<file path="config.mk">
export PLATFORM = sky130hd
export DESIGN_NAME = tmac_queue
export DESIGN_NICKNAME = d
export VERILOG_FILES = /design/src/rtl/core/tmac_queue.sv
export SDC_FILE = /design/constraint.sdc
export NUM_CORES = 1
export LEC_CHECK = 0
export BUFFER_PORTS_ARGS = -buffer_cell sky130_fd_sc_hd__buf_2
export CAP_MARGIN = 20
export CORE_MARGIN = 1.5
export CORE_UTILIZATION = 55
export CTS_CLUSTER_DIAMETER = 150
export DETAILED_ROUTE_END_ITERATION = 8
export PLACE_DENSITY_LB_ADDON = 0.25
export SLEW_MARGIN = 10
export SYNTH_ARGS = -nofsm -noshare
export SYNTH_HDL_FRONTEND = slang
export SYNTH_SLANG_ARGS = --single-unit
</file>
<file path="constraint.sdc">
create_clock -name clk -period 2.75 [get_ports clk]
set_clock_uncertainty 0.1 [all_clocks]
set_input_delay 0 -clock clk [delete_from_list [all_inputs] [get_ports clk]]
set_output_delay 0 -clock clk [all_outputs]
set_load 0.03 [all_outputs]
</file>
<file path="src/rtl/core/tmac_queue.sv">
// tmac_queue: short register queue between the front and back halves
// no package dependencies
module tmac_queue #(
    parameter int WIDTH = 8,
    parameter int DEPTH = 4
)(
    input  logic             clk,
    input  logic             rst_n,
    input  logic             push_valid,
    output logic             push_ready,
    input  logic [WIDTH-1:0] push_data,
    output logic             pop_valid,
    input  logic             pop_ready,
    output logic [WIDTH-1:0] pop_data
);

    localparam int AW = $clog2(DEPTH);

    logic [WIDTH-1:0] mem [0:DEPTH-1];
    logic [AW-1:0]    wr_ptr_reg;
    logic [AW-1:0]    rd_ptr_reg;
    logic [AW:0]      count_reg;
    logic             push;
    logic             pop;

    assign push_ready = (count_reg != (AW+1)'(DEPTH));
    assign pop_valid  = (count_reg != '0);
    assign push       = push_valid && push_ready;
    assign pop        = pop_valid && pop_ready;
    assign pop_data   = mem[rd_ptr_reg];

    always_ff @(posedge clk or negedge rst_n)
    begin
        if (!rst_n)
        begin
            wr_ptr_reg <= '0;
            rd_ptr_reg <= '0;
            count_reg  <= '0;
        end
        else
        begin
            if (push)
            begin
                wr_ptr_reg <= (wr_ptr_reg == AW'(DEPTH - 1)) ? '0 : wr_ptr_reg + 1'b1;
            end
            if (pop)
            begin
                rd_ptr_reg <= (rd_ptr_reg == AW'(DEPTH - 1)) ? '0 : rd_ptr_reg + 1'b1;
            end
            if (push && !pop)
            begin
                count_reg <= count_reg + 1'b1;
            end
            else if (pop && !push)
            begin
                count_reg <= count_reg - 1'b1;
            end
        end
    end

    always_ff @(posedge clk)
    begin
        if (push)
        begin
            mem[wr_ptr_reg] <= push_data;
        end
    end

endmodule

</file>
Word level (Yosys, flattened, before mapping)

Memories as Yosys holds them, arrays and structs flattened.
Cells that the tools add are included.

$add $sub $neg: 4
Reduce and logical (&&, ||, !) cells: 8
Muxes and demuxes: 6
Equality and inequality tests: 3

Operator list:

| kind                                             | number |
|---|---|
| 2-to-1 mux 3 bit                                 | 2 |
| adder 2 x 1 -> 2 bit, second input constant      | 2 |
| equality test 2 bit, second input constant       | 2 |
| logical AND 1 bit                                | 4 |
| 2-to-1 mux 2 bit                                 | 2 |
| adder 3 x 1 -> 3 bit, second input constant      | 1 |
| != test 3 bit, second input constant             | 1 |
| nonzero test 3 bit                               | 1 |
| subtractor 3 x 1 -> 3 bit, second input constant | 1 |
| logical NOT 1 bit                                | 2 |
| 2-to-1 mux 1 bit                                 | 2 |
| nonzero test 2 bit                               | 1 |

Bits in writable memories: 32
Word-level logic and storage cells: 25
Memories: 1
Bits of input ports: 12
Flip-flop bits (word level): 7

Memories:

| memory | depth | width | read ports | clocked after Yosys merged registers in | wr ports | RTL line | RTL |
|---|---|---|---|---|---|---|---|
| mem    | 4     | 8     | 1          | 0                                       | 1        | 19       | `logic [WIDTH-1:0] mem [0:DEPTH-1];` |

Logic depth before layout (Yosys ltp)

Gate-level depths: netlist of run 1.

Depth after elaboration: 6
Depth in mapped cells: 8
Depth with buffers taken out: 8

Least setup slack after synthesis of run 1

No wires, ideal clock.

Path type: register -> register
From: register count_reg[2]
To: register count_reg[2]
Stages on the path, launching flop included: 9
Clock period less this slack: 2115 ps
Arrival time: 1936 ps
Path buffers: 0
Setup time: 79 ps
Slack: 635 ps
Path through: dfrtp_1 or3_4 nand2_4 ha_1 inv_1 fa_1 xor2_1 nor2_1 xor2_1

Word-level cells in the longest chain between the ends: 5
Elaborated cells between the ends (all ways): 13

Ends and longest elaborated chain:

| item                                                          | RTL line | RTL |
|---|---|---|
| start, declared                                               | 22       | `logic [AW:0] count_reg;` |
| start signal, assigned                                        | 52       | `count_reg <= count_reg + 1'b1;` |
| start signal, assigned                                        | 56       | `count_reg <= count_reg - 1'b1;` |
| nonzero test 3 bit *                                          | 27       | `assign pop_valid = (count_reg != '0);` |
| named net pop_valid                                           | 12       | `output logic pop_valid,` |
| logical AND 1 bit *                                           | 29       | `assign pop = pop_valid && pop_ready;` |
| logical NOT 1 bit                                             | 50       | `if (push && !pop)` |
| logical AND 1 bit                                             | 50       |  |
| 2-to-1 mux 3 bit / nonzero test 2 bit (equally long branches) | -        |  |

The timed path passes the listed nets; every way through them passes the cells marked *. The select of a mux whose other input is x is not followed.
A chain may end at the register's enable or synchronous reset.

Worst setup path after layout of run 1

From: register count_reg[2]
To: register count_reg[2]

Word-level cells in the longest chain between the ends: 5
Elaborated cells between the ends (all ways): 13

Ends and longest elaborated chain:

| item |
|---|
| parallel branches: the longest is 5 deep, another holds subtractor 3 x 1 -> 3 bit |

Parallel ways; which one is timed is not known. The select of a mux whose other input is x is not followed.

==> results of run 1 <==
kinds of logic after synthesis:
logic type	Yosys count	synth area share
AOI/OAI and AO/OA	1	0.00704
buffers and inverters	5	0.0125
adders and majority gates	7	0.0595
and+or+nand+nor	11	0.0415
muxes	13	0.153
DFF	39	0.710
xor gates and xnor gates	3	0.0164
synthesized netlist by cell type, types with 2 or more instances:
master    count
nor2_1        4
xor2_1        2
mux2_2        3
edfxtp_1     32
inv_1         3
ha_1          6
dfrtp_1       7
mux4_2        8
mux2_4        2
and2_1        4
power groups by stage:
stage	clock, mW	combinational, mW	sequential, mW
final	0.357	0.763	0.940
after global routing	0.388	0.818	0.964
after CTS	0.366	0.769	0.944
after detailed placement	0	0.748	0.959
after global placement	0	0.725	0.943
after floorplan	0	0.640	0.868
per-stage QoR:
step           setup slack [ns]  utilization  instance area, sq um  std cells
6_report                  0.497        0.696                  1920        148
3_5_place_dp              0.586        0.629                  1730        129
2_1_floorplan             0.635            -                  1600         79
3_3_place_gp              0.668        0.629                  1730        129
4_1_cts                   0.550        0.696                  1920        148
5_1_grt                   0.401        0.696                  1920        148
how the worst max path moves through the flow:
stage	startpoint	end	slack, ns	cells after the start
floorplan	count_reg[2]	count_reg[2]	0.63	8
global placement	count_reg[2]	count_reg[2]	0.67	8
detailed placement	count_reg[2]	count_reg[2]	0.59	8
CTS	count_reg[2]	count_reg[2]	0.55	8
global route	count_reg[0]	count_reg[2]	0.40	8
finish	count_reg[2]	count_reg[2]	0.50	8
what timing repair did:
| item | in CTS | in global routing |
|---|---|---|
| endpoints found under the hold margin | 41 | 0 |
| setup endpoints to repair | 0 | 0 |
| hold buffers | 11 | 0 |
| setup buffers | 0 | 0 |
final cells by class:
class,instances,share of cell area
well taps,31,0.0202
multi-input cells,35,0.231
clock inverters,3,0.0202
inverters,3,0.00586
clock buffers,5,0.0195
flip-flops and latches,39,0.592
repair buffers,32,0.112
metal layers:
metal | track usage | routed length, um
met5 | 0 | 0
met1 | 0.181 | 992
met3 | 0.0576 | 116
met4 | 0.0930 | 48
met2 | 0.337 | 1390
worst max-delay path: stages (launching register included):
cell     delay (ns)
dfrtp_1        0.44
or3_4          0.42
nand2_4        0.09
ha_1           0.20
inv_1          0.07
fa_1           0.39
xor2_1         0.16
nor2_1         0.13
xor2_1         0.17
==> impl_metrics.tcl, run 1 <==
set metrics [dict create \
    initial_core_util 0.580 \
    die-area_sq_mm 0.00324 \
    fmax_mhz 444 \
    grt_pass1_wl_mm 4.20 \
    relSlewSlack 0.601 \
    port_buffers 21 \
    setup_viol_count_final 0 \
    holdWs_ns 0.102 \
    cp-end-kind "flop" \
    syn_area_per_cell_sq_um 20.2 \
    drc 0 \
    netlist_instances 79 \
    cts-root-buf "clkbuf_4" \
    clkTransAtPathRegs_ns 0.11 \
    grtUsageTotal 0.183 \
    r2r_setup_slack_ns 0.50 \
    antenna_left 0 \
    synth-edff-count 32 \
    rr_worst_depth 8 \
    cp_data_required_time_ns 2.90 \
    power.clock.fraction 0.173 \
    p_per_area_mw_per_mm2 1070 \
    hold_viol 0 \
    path_max_fanout 4 \
    firstDrtPassIters 4 \
    yosysTopAreaCell "edfxtp_1" \
    cp-start-kind "flop" \
    final_common_cell "edfxtp_1" \
    synth_nets 98 \
    whs_endpoint "wr_ptr_reg[1]" \
    die_y_um 56.9 \
    synthTopCellsByArea "edfxtp_1 (60%), mux4_2 (11%), dfrtp_1 (11%)" \
    h-tree-depth 2 \
    critPathKind "flop to flop" \
    period_share 0.819 \
    finalNetCount 135 \
    drive_gt1_frac 0.376 \
    r2r_start "count_reg[2]" \
    layout_common_cells "edfxtp_1 (32), buf_2 (21), dlygate4sd3_1 (11)" \
    rsz0062_at_grt "false" \
    power_mw 2.06 \
    p_sw_mw 0.725 \
    drv_slew 0 \
    status "finished clean" \
    totalWireLength_mm 2.55 \
    dp_hpwl_mm 1.70 \
    num_antenna_cells 0 \
    cts_tree "built" \
    tns_ns 0 \
    die_x_um 56.9 \
    regArea_sq_mm 0.00114 \
    period_minus_slack_ns 2.25 \
    rows 19 \
    async_flop_share 0.179 \
    cp.arrival_ns 2.40 \
    seqPwrFrac 0.456 \
    ys_seq_elements 39 \
    swShare 0.352 \
    synth_cell_types 18 \
    yosys_warnings 0 \
    vias 811 \
    cts_buffers 5 \
    ys_seq_area_frac 0.710 \
    clock_sinks 39 \
    drt-wirelength-per-cell_um 17.2 \
    multi_input_area_sq_um 443 \
    netlist_area_sq_mm 0.00160 \
    largest_register_ffs 32 \
    insertion_delay_ns 0.33 \
    hold_path_depth 3 \
    grt_max_degree 13 \
    worstHoldStart "push_valid" \
    max_cap_viol_count 0 \
    viasPerCell 5.48 \
    synthFlopType "edfxtp_1" \
    overflow 0 \
    syn2layout_area_growth_pct 20.1 \
    drt_iter0_markers 11 \
    grt_pass1_vias 896 \
    hold_class "input pin to flop" \
    peakVddDrop_v 0.000937 \
    comb_power_share 0.370 \
    synth_top_area_frac 0.601 \
    tightest_slew_ns 0.598 \
    fill_cells 189 \
    cellLeakagePower_nw 0.734 \
    grt_antenna_before_repair 0 \
    core_sq_mm 0.00276 \
    reg2reg_to "count_reg[2]" \
    top_level_ports 22 \
    gp_congestion 0.646 \
    p_int_mw 1.34 \
    ctsLongestPathBuffers 2 \
    ctsResizeCount 0 \
]
Note: power is estimated with default switching activity, not from simulation.
==> inputs of run 2 (changes only) <==
--- a/config.mk
+++ b/config.mk
@@ -8,7 +8,7 @@
 export BUFFER_PORTS_ARGS = -buffer_cell sky130_fd_sc_hd__buf_2
 export CAP_MARGIN = 20
 export CORE_MARGIN = 1.5
-export CORE_UTILIZATION = 55
+export CORE_UTILIZATION = 50
 export CTS_CLUSTER_DIAMETER = 150
 export DETAILED_ROUTE_END_ITERATION = 8
 export PLACE_DENSITY_LB_ADDON = 0.25
==> constraint.sdc (replaced) <==
create_clock -name clk -period 1.85 [get_ports clk]
set_clock_uncertainty 0.1 [all_clocks]
set_input_delay 0 -clock clk [delete_from_list [all_inputs] [get_ports clk]]
set_output_delay 0 -clock clk [all_outputs]
set_load 0.03 [all_outputs]
==> impl_metrics.tcl, run 2 (synthesized netlist as in run 1, its figures left out) <==
set metrics [dict create \
    peakVddDrop_v 0.000708 \
    vias 856 \
    top_level_ports 22 \
    core_sq_mm 0.00305 \
    cts-root-buf "clkbuf_4" \
    die_y_um 59.6 \
    grt_antenna_before_repair 0 \
    cts_tree "built" \
    die-area_sq_mm 0.00355 \
    port_buffers 21 \
    worst_path_most_repeated_cell "xor2_1" \
    h-tree-depth 2 \
    rsz0062_at_grt "true" \
    setup_viol_count_final 2 \
    largest_register_ffs 32 \
    p_per_area_mw_per_mm2 1580 \
    final_common_cell "edfxtp_1" \
    viasPerCell 4.81 \
    hold_class "input pin to flop" \
    critPathKind "flop to flop" \
    period_share 1.05 \
    grt_pass1_wl_mm 4.24 \
    status "finished, violations left" \
    tightest_slew_ns 0.424 \
    totalWireLength_mm 2.66 \
    cp-start-kind "flop" \
    insertion_delay_ns 0.34 \
    layout_common_cells "edfxtp_1 (32), buf_2 (21), buf_4 (16)" \
    grt_max_degree 13 \
    firstDrtPassIters 2 \
    period_minus_slack_ns 1.94 \
    drive_gt1_frac 0.493 \
    drc 0 \
    cp.arrival_ns 2.11 \
    antenna_left 0 \
    gp_congestion 0.652 \
    clock_sinks 39 \
    path_max_fanout 2 \
    ctsLongestPathBuffers 2 \
    hold_viol 0 \
    die_x_um 59.6 \
    num_antenna_cells 0 \
    rows 20 \
    tns_ns -0.147 \
    final_util 0.690 \
    critical_path.cell_chain "or3_4, nand2_4, ha_4, inv_2, fa_2, xor2_1, nor2_1, xor2_1" \
    drt-wirelength-per-cell_um 15.0 \
    cts_buffers 5 \
    violations "negative setup slack" \
    setup_slack_ns -0.0947 \
    relSlewSlack 0.717 \
    pre_cts_ws_ns -0.0881 \
    dp_hpwl_mm 1.78 \
    clkTransAtPathRegs_ns 0.11 \
    initial_core_util 0.524 \
    finalNetCount 152 \
    cp_data_required_time_ns 2.01 \
    fmax_mhz 514 \
    cellLeakagePower_nw 0.826 \
    drt_iter0_markers 11 \
    grtUsageTotal 0.176 \
    cp-end-kind "flop" \
    overflow 0 \
    max_stage_delay_ns 0.40 \
    drv_slew 0 \
    max_cap_viol_count 0 \
    power_mw 3.33 \
    cp_slowest_cell "dfrtp_1" \
    grt_pass1_vias 931 \
    syn2layout_area_growth_pct 31.8 \
]
[run 2: layout make-up]
class / count / area [sq um]
clock buffer: 5 / 37.5
clock inverter: 3 / 38.8
fill: 224 / 946
inverter: 3 / 11.3
multi-input combinational: 35 / 469
sequential: 39 / 1140
tap: 44 / 55.1
timing repair buffer: 49 / 355
[run 2: per-stage QoR]
| step | cell area [sq um] | hold slack [ns] | instances |
|---|---|---|---|
| after floorplan | 1620 | -0.396 | 79 |
| after global placement | 1890 | -0.257 | 156 |
| after detailed placement | 1890 | -0.258 | 156 |
| after CTS | 2090 | 0.137 | 177 |
| after global routing | 2110 | 0.154 | 178 |
| final | 2110 | 0.136 | 178 |
[run 2: worst paths after layout]
check,from,to,slack (ns),cells after the start
max in group asynchronous,rst_n,rd_ptr_reg[0],0.87,3
min in group asynchronous,rst_n,count_reg[1],0.51,3
max,count_reg[1],count_reg[2],-0.09,8
min,push_valid,count_reg[0],0.14,4
max reg2reg,count_reg[1],count_reg[2],-0.09,8
min reg2reg,wr_ptr_reg[1],wr_ptr_reg[1],0.48,1
[run 2: report_power, final]
group / leakage [nW] / internal (mW) / total [mW] / switching (mW)
clock: 0.0426 / 0.278 / 0.543 / 0.265
combinational: 0.409 / 0.714 / 1.41 / 0.699
sequential: 0.374 / 1.19 / 1.37 / 0.175
[run 2: routing by layer]
layer	share of wire	wire length, um	global-route usage	up-vias
met5	0	0	0	-
met4	0.018	49	0.0952	0
met3	0.025	66	0.0459	5
met2	0.51	1360	0.283	15
met1	0.44	1190	0.220	428
li1	-	-	-	408
[run 2: what timing repair did]
action	4_1_cts	5_1_grt
endpoints found under the setup margin	10	7
hold buffers	11	0
resized for setup	2	2
buffers inserted	2	1
pin swaps	2	0
hold endpoints to repair	40	0
[run 2: worst max-delay path, delay by kind of cell, from the launching register on]
family / cells / cell delay [ns]
AND/OR/NAND/NOR: 3 / 0.59
XOR/XNOR: 2 / 0.29
flip-flops: 1 / 0.40
adder cells (fa/ha/maj): 2 / 0.45
buffers and inverters: 1 / 0.03
==> inputs of run 3 (changes only) <==
--- a/config.mk
+++ b/config.mk
@@ -8,7 +8,7 @@
 export BUFFER_PORTS_ARGS = -buffer_cell sky130_fd_sc_hd__buf_2
 export CAP_MARGIN = 20
 export CORE_MARGIN = 1.5
-export CORE_UTILIZATION = 50
+export CORE_UTILIZATION = 40
 export CTS_CLUSTER_DIAMETER = 150
 export DETAILED_ROUTE_END_ITERATION = 8
 export PLACE_DENSITY_LB_ADDON = 0.25
==> constraint.sdc (replaced) <==
create_clock -name clk -period 1.9 [get_ports clk]
set_clock_uncertainty 0.1 [all_clocks]
set_input_delay 0 -clock clk [delete_from_list [all_inputs] [get_ports clk]]
set_output_delay 0 -clock clk [all_outputs]
set_load 0.03 [all_outputs]
==> impl_metrics.tcl, run 3 (synthesized netlist as in run 1, its figures left out) <==
set metrics [dict create \
    status "finished, violations left" \
    violations "negative setup slack" \
    max_cap_viol_count 0 \
    initial_core_util 0.427 \
    hold_class "input pin to flop" \
    setup_viol_count_final 2 \
    top_level_ports 22 \
    drv_slew 0 \
    overflow 0 \
    gp_congestion 0.675 \
    vias 862 \
    clkTransAtPathRegs_ns 0.07 \
    r2r_start "count_reg[2]" \
    rsz0062_at_grt "true" \
    firstDrtPassIters 4 \
    largest_register_ffs 32 \
    relSlewSlack 0.684 \
    period_minus_slack_ns 1.94 \
    critical_path.cell_chain "or3_4, nand2_4, ha_4, inv_2, fa_2, xor2_1, nor2_1, xor2_1" \
    cp-start-kind "flop" \
    crit_cells 8 \
    layout_common_cells "edfxtp_1 (32), buf_2 (21), buf_4 (16)" \
    path_max_fanout 2 \
    drt-wirelength-per-cell_um 14.3 \
    grt_max_degree 14 \
    insertion_delay_ns 0.29 \
    max_stage_delay_ns 0.41 \
    cp.arrival_ns 2.05 \
    die-area_sq_mm 0.00439 \
    grt_pass1_wl_mm 4.28 \
    rows 22 \
    cp_data_required_time_ns 2.02 \
    final_common_cell "edfxtp_1" \
    holdWs_ns 0.0334 \
    p_per_area_mw_per_mm2 1580 \
    final_util 0.571 \
    place_inst 159 \
    viasPerCell 4.76 \
    cts_tree "built" \
    drive_gt1_frac 0.504 \
    die_y_um 66.2 \
    drc 0 \
    grtUsageTotal 0.143 \
    tightest_slew_ns 0.473 \
    cp_slowest_cell "or3_4" \
    grt_antenna_before_repair 0 \
    timing.critical_path.buf_inv 1 \
    num_antenna_cells 0 \
    critPathTopFamily "simple AND/OR/NAND/NOR gates" \
    antenna_left 0 \
    cp-startpoint "count_reg[2]" \
    port_buffers 21 \
    totalWireLength_mm 2.59 \
    clock_sinks 39 \
    reg2reg_to "count_reg[2]" \
    peakVddDrop_v 0.000697 \
    ctsLongestPathBuffers 2 \
    critPathKind "flop to flop" \
    fin_cells 181 \
    r2r_setup_slack_ns -0.04 \
    grt_pass1_vias 940 \
    fmax_mhz 517 \
    worst_path_most_repeated_cell "xor2_1" \
    cts_buffers 5 \
    period_share 1.02 \
    hold_viol 0 \
    die_x_um 66.2 \
    syn2layout_area_growth_pct 33.6 \
    cp-endpoint "count_reg[2]" \
    setup_slack_ns -0.0354 \
    drt_iter0_markers 25 \
    dp_hpwl_mm 1.74 \
    cellLeakagePower_nw 0.837 \
    rr_worst_depth 8 \
    cp-end-kind "flop" \
    cts-root-buf "clkbuf_8" \
    h-tree-depth 2 \
    core_sq_mm 0.00374 \
    finalNetCount 151 \
]
## run 3: changes by cell type in the layout (fill, tap and decap cells not counted), sizes merged
cell | before | now
dlygate4sd3 | 11 | 10
## run 3: tightest hold or removal path: cells and delay by family
| family | cells | cell delay (ns) |
|---|---|---|
| buffers and inverters | 1 | 0.11 |
| and+or+nand+nor | 1 | 0.07 |
| adders and majority gates | 1 | 0.14 |
| xor gates and xnor gates | 1 | 0.06 |
## run 3: area by class of cell
cell class | instances | area, sq um
fillers | 317 | 1610
flip-flops and latches | 39 | 1140
multi-input cells | 35 | 469
repair buffers | 48 | 345
clock buffers | 5 | 68.8
well taps | 48 | 60.1
clock inverters | 3 | 43.8
inverters | 3 | 11.3
## run 3: what timing repair did
action	4_1_cts	5_1_grt
setup buffers	3	1
pin swaps	3	0
cloned	0	0
hold endpoints to repair	39	0
hold buffers	10	0
gates resized for setup	2	1
endpoints found under the setup margin	10	2
## run 3: stage by stage
step           setup slack [ns]  setup TNS, ns  area, sq um  power [mW]
2_1_floorplan            -0.129         -0.244         1620        2.22
3_3_place_gp            0.00790              0         1880        2.61
3_5_place_dp            -0.0370        -0.0474         1880        2.66
4_1_cts                 -0.0343        -0.0414         2120        3.39
5_1_grt                  -0.119         -0.170         2140        3.58
6_report                -0.0354        -0.0431         2140        3.37
## run 3: how the worst min path moves through the flow
stage	from	to	slack [ns]	cells past startpoint
2_1_floorplan	rst_n	count_reg[0]	-0.40	0
3_3_place_gp	rst_n	wr_ptr_reg[0]	-0.26	1
3_5_place_dp	rst_n	count_reg[2]	-0.25	1
4_1_cts	pop_ready	count_reg[0]	0.02	4
5_1_grt	pop_ready	count_reg[0]	0.03	4
6_report	pop_ready	count_reg[0]	0.03	4
## run 3: power breakdown
part	switching, mW	total, mW	internal [mW]
sequential	0.172	1.33	1.16
clock	0.288	0.678	0.391
combinational	0.671	1.36	0.692
## run 3: metal layers
layer  wire length, um  up-vias  global-route usage
li1                  -      406                   -
met1               975      425               0.151
met2              1370       22               0.238
met3               143        9              0.0579
met4                95        0              0.0842
met5                 0        -                   0
